[config.mk]
export PLATFORM = sky130hd
export DESIGN_NAME = shc3_mac
export DESIGN_NICKNAME = d
export VERILOG_FILES = /design/src/sv/shc3_pkg.sv /design/src/sv/shc3_mac.sv
export SDC_FILE = /design/constraint.sdc
export NUM_CORES = 2
export LEC_CHECK = 0
export BUFFER_PORTS_ARGS = -buffer_cell sky130_fd_sc_hd__buf_2
export CORE_MARGIN = 2
export CORE_UTILIZATION = 70
export DETAILED_ROUTE_END_ITERATION = 6
export PLACE_DENSITY = 0.88
export SLEW_MARGIN = 30
export SYNTH_ARGS = -nofsm -noshare
export SYNTH_HDL_FRONTEND = slang
export SYNTH_SLANG_ARGS = --single-unit
[constraint.sdc]
create_clock -name aclk -period 14.1 [get_ports aclk]
set_input_delay 2.82 -clock aclk [delete_from_list [all_inputs] [get_ports aclk]]
set_output_delay 2.82 -clock aclk [all_outputs]
set_load 0.03 [all_outputs]
[src/sv/shc3_pkg.sv]
// shared types and constants of the 3x3 sharpen filter
// no dependencies
package shc3_pkg;

    localparam int MAX_WIDTH = 2048;

    typedef logic [23:0] pixel_t;

    // window indexed [column][row], column 0 left, row 0 top
    typedef pixel_t [2:0][2:0] window_t;

    typedef struct packed {
        logic [10:0] col_prev;
        logic [10:0] col_last;
        logic [15:0] row;
        logic [15:0] row_prev;
        logic        above;
        logic        has_prev;
        logic        last_col;
        logic        last_row;
        logic        conv_ok;
    } item_t;

    typedef struct packed {
        logic [10:0] col;
        logic [15:0] row;
        pixel_t      pix;
        logic        eof;
    } result_t;

    localparam logic [2:0] REG_IMAGE_WIDTH   = 3'd0;
    localparam logic [2:0] REG_IMAGE_HEIGHT  = 3'd1;
    localparam logic [2:0] REG_KERNEL_TOP    = 3'd2;
    localparam logic [2:0] REG_KERNEL_MIDDLE = 3'd3;
    localparam logic [2:0] REG_KERNEL_BOTTOM = 3'd4;

    localparam logic [11:0] RST_IMAGE_WIDTH   = 12'd640;
    localparam logic [15:0] RST_IMAGE_HEIGHT  = 16'd480;
    localparam logic [23:0] RST_KERNEL_TOP    = 24'h00FF00;
    localparam logic [23:0] RST_KERNEL_MIDDLE = 24'hFF05FF;
    localparam logic [23:0] RST_KERNEL_BOTTOM = 24'h00FF00;

    localparam logic [7:0] CHAN_MAX = 8'd255;

endpackage

[src/sv/shc3_mac.sv]
// per-channel 3x3 multiply stage and clamped sum
// depends on shc3_pkg
module shc3_mac (
    input  logic              aclk,
    input  logic              en,
    input  logic [2:0][23:0]  kern,
    input  shc3_pkg::window_t win,
    output shc3_pkg::pixel_t  conv
);
    import shc3_pkg::*;

    logic signed [16:0] prod_reg [3][3][3];
    logic signed [20:0] acc [3];

    always_ff @(posedge aclk) begin
        if (en) begin
            for (int ch = 0; ch < 3; ch++) begin
                for (int r = 0; r < 3; r++) begin
                    for (int k = 0; k < 3; k++) begin
                        prod_reg[ch][r][k] <= $signed({1'b0, win[k][r][16-8*ch +: 8]})
                                              * $signed(kern[r][8*k +: 8]);
                    end
                end
            end
        end
    end

    always_comb begin
        conv = '0;
        for (int ch = 0; ch < 3; ch++) begin
            acc[ch] = '0;
            for (int r = 0; r < 3; r++) begin
                for (int k = 0; k < 3; k++) begin
                    acc[ch] = acc[ch] + 21'(prod_reg[ch][r][k]);
                end
            end
            if (acc[ch] < 0) begin
                conv[16-8*ch +: 8] = '0;
            end else if (acc[ch] > 21'sd255) begin
                conv[16-8*ch +: 8] = CHAN_MAX;
            end else begin
                conv[16-8*ch +: 8] = acc[ch][7:0];
            end
        end
    end

endmodule

[Yosys cells after proc, flatten, opt, wreduce, memory -nomap -nowiden]
Memory sizes are Yosys's and may differ from the RTL's.
Cells that the tools add are included.
Storage, ports and cells
  bits in registers: 0
  latch bits: 0
  RAM bits: 459
  ROM bits: 0
  output and inout port bits: 24
  logic and storage cells: 66
  memories kept: 1
Memory list
  prod_reg: words 3, width 153, rd ports 3, clocked after Yosys merged registers in 0, wr ports 3, RTL line shc3_mac.sv:12  | logic signed [16:0] prod_reg [3][3][3];
Cells by class
  $add $sub $neg: 24
  multipliers: 27
  div/mod/pow operators: 0
  magnitude comparators: 6
  equal/unequal tests: 0
  shift-type cells: 0
  mux-type cells: 8
  bitwise logic cells: 0
  reductions and logical operators: 0
Operators by type and width (number)
  9-bit by 8-bit multiplier with 17-bit output: 27
  21-bit by 17-bit adder with 21-bit output: 12
  20-bit by 17-bit adder with 21-bit output: 3
  21-bit by 9-bit greater-than comparator with 1-bit output (second input constant): 3
  21-bit by 1-bit < comparator with 1-bit output (second input constant): 3
  19-bit by 17-bit adder with 20-bit output: 3
  18-bit by 17-bit adder with 19-bit output: 3
  17-bit by 17-bit adder with 18-bit output: 3
  8-bit two-way mux: 6
  1-bit two-way mux: 2

[Logic depth before layout (Yosys ltp)]
An unclocked memory read counts as a cell.
  depth after elaboration: 12
  mapped depth: 21
  depth with buffers taken out: 20

[Worst setup path after synthesis]
OpenSTA, ideal clock, no wires.
  path kind: register to output
  from: mem prod_reg[1][104] in the netlist's numbering
  to: out conv[12]
  data arrival time: 5.235 ns
  required time: 11.280 ns
  path slack: 6.045 ns
  stages on the path, launching flop included: 17
  path buffers: 0
  path through: edfxtp_1 -> fa_1 -> fa_1 -> fa_1 -> inv_1 -> fa_1 -> inv_1 -> ha_1 -> fa_1 -> a21o_1 -> a21oi_2 -> o211ai_1 -> a31o_2 -> a2111oi_0 -> o21ai_0 -> nor4_2 -> a31oi_1
RTL lines
  from (decl): RTL line shc3_mac.sv:12
  to (decl): RTL line shc3_mac.sv:8  | output shc3_pkg::pixel_t conv

==> results.yml <==
placed_design:
  portBuffers: 313
  dp_cells: 10300
  gp_congestion: 1.036
  dp_hpwl_um: 191900
layout:
  seqCellArea_um2: 13780
  fillers: 7813
  largest_register_ff_count: 459
  drive_gt1_share_pct: 5.040
  nNetsFinal: 11630
  syn2layout_area_growth_pct: 5.760
  multiInputGateArea_um2: 62110
  fin_cells: 10420
worst_hold_path:
  worstHoldPathType: "input port to register"
  min_from: "win[0]"
logic_synthesis:
  synthArstFlopShare_pct: 0
  synth_edf_count: 459
  syn-cell-area_um2: 83820
  synth.largest_area_cell: "fa_1"
  synth.area.top_cells: "fa_1 33%, ha_1 18%, edfxtp_1 16%"
  yosysUniqueCellTypes: 73
  synth_common_cells: "1,959 x inv_1, 1,365 x fa_1, 1,224 x ha_1, 943 x and2_1, 710 x nand2_1"
  synth_seq_area_share_pct: 16.44
  ys_warn_count: 0
  synth.top_cell.area_share_pct: 32.60
  synth_nets: 11410
  synthFlopType: "edfxtp_1"
  synth-seq-cells: 459
  avgSynthCellArea_um2: 9.831
  synthCells: 8526
  synthMostInstantiatedCell: "inv_1"
critical_path:
  end_kind: "output pin"
  critical_path_class: "register to output pin"
  required_ns: 11.28
  timing.critical_path.from: "prod_reg[1][2]"
  worst_setup_path_start_kind: "register"
  cp.arrival_ns: 6.68
  cp_max_fo: 8
status:
  status: "finished with violations"
  violations: "DRC"
global_route:
  grt_pass1_vias: 66250
  grt_pass1_wl_um: 364200
  antenna_found_initial: 36
  grt_overflow_total: 0
  track_usage_pct: 39.25
  grtUsageMet1_pct: 47.01
  grt-busiest-layer: "met2"
  met3_usage_pct: 8.287
  met2_usage_pct: 62.85
  grt_max_degree: 100
die:
  die_area_um2: 122500
  die-height_um: 350.0
  row_count: 126
  die_w_um: 350.0
  io_pins: 314
  fp.coreArea_um2: 118400
  start_util_pct: 70.80
clock_tree:
  clk_path_buf_depth: 3
  cts_buffers: 50
  cts.sinks: 459
  post_cts_resized: 0
  cts_root_buf: "clkbuf_16"
  tritoncts: "done"
  cts_hold_buf: 0
  clk_pin_slew_worst_paths_ns: 0.06
  postCtsSetupBuffers: 0
  cts_htree_levels: 2
timing:
  period_share_pct: 67.39
  fin_setup_tns_ns: 0
  slew_headroom_pct: 21.53
  worstMarginPinSlew_ns: 1.169
  fmax_mhz: 105.2
  rsz0062_at_grt: "no"
  finalHoldViolations: 0
  period_minus_slack_ns: 9.502
  setup_violations: 0
  drv_slew: 0
routing:
  drtIter0Drc: 5751
  wl_um: 232500
  routedWlPerCell_um: 22.33
  antenna_left: 0
  first_pass_iters: 7
  route.vias.total: 61720
  viasPerCell: 5.926
  post-route-drc-count: 1
flow_run:
  cap_viol_max_count: 0
## through the flow
step	instance area, µm²	hold slack (ns)	utilization [%]	setup slack [ns]
after CTS	88580	2.599	74.81	4.664
after global routing	88610	2.640	74.84	4.304
after detailed placement	86880	3.249	73.38	5.386
after global placement	86880	3.245	73.38	5.635
final	88650	2.634	74.88	4.598
after floorplan	83820	2.933	-	6.045
## per-layer routing
metal | share of wire, % | vias to the layer above
met5 | 0.049 | -
met4 | 8.9 | 18
met3 | 9.5 | 861
met2 | 46 | 3213
met1 | 35 | 30710
li1 | - | 26910
## critical path, stage by stage, from the launching register on
cell and delay (ns):
edfxtp_1 0.34, inv_1 0.06, fa_1 0.56, inv_1 0.08, fa_1 0.49, fa_1 0.53, inv_1 0.06, fa_1 0.48
inv_1 0.05, ha_1 0.23, fa_1 0.50, a21o_1 0.22, a21oi_2 0.23, o211ai_1 0.16, a31o_2 0.25, a2111oi_0 0.37
o21ai_0 0.19, nor4_2 0.79, a31oi_1 0.23, buf_2 0.25
## path summary, 6_finish.rpt
check	endpoint	slack, ns	cells after the start
setup / recovery	conv[15]	4.60	19
hold / removal	prod_reg[2][136]	2.63	2
## cells by family after synthesis
logic type      count (synthesis)  synth area share (%)
buf+inv                      2110                 9.465
compound gates                616                 4.863
flops                         459                 16.44
fa+ha+maj                    2589                 50.87
mux                             6               0.07165
simple gates                 2426                 14.94
xor+xnor                      320                 3.344
## area by class of cell
type                            count  share of cell area [%]
Antenna cell                       25                 0.07057
Clock buffer                       54                   1.452
Clock inverter                     38                  0.4559
Inverter                         1963                   8.312
Multi-Input combinational cell   5957                   70.07
Sequential cell                   459                   15.55
Tap cell                         1600                   2.258
Timing Repair Buffer              319                   1.838
## cell usage in the layout, fill, tap and decap left out, drive strengths merged, types with 58 or more instances in the layout
| master | netlist | final |
|---|---|---|
| edfxtp | 459 | 459 |
| a21boi | 58 | 58 |
| a21oi | 173 | 173 |
| nand2b | 169 | 169 |
| inv | 1960 | 1967 |
| nand2 | 710 | 710 |
| ha | 1224 | 1224 |
| nor3 | 72 | 72 |
| xnor2 | 275 | 275 |
| nor2b | 69 | 69 |
| and2 | 943 | 943 |
| o21ai | 117 | 117 |
| fa | 1365 | 1365 |
| nor2 | 304 | 304 |
| buf | 7 | 319 |
Power is not shown: default switching activity piles up to over one toggle a cycle in this logic, so the estimate is an artifact.
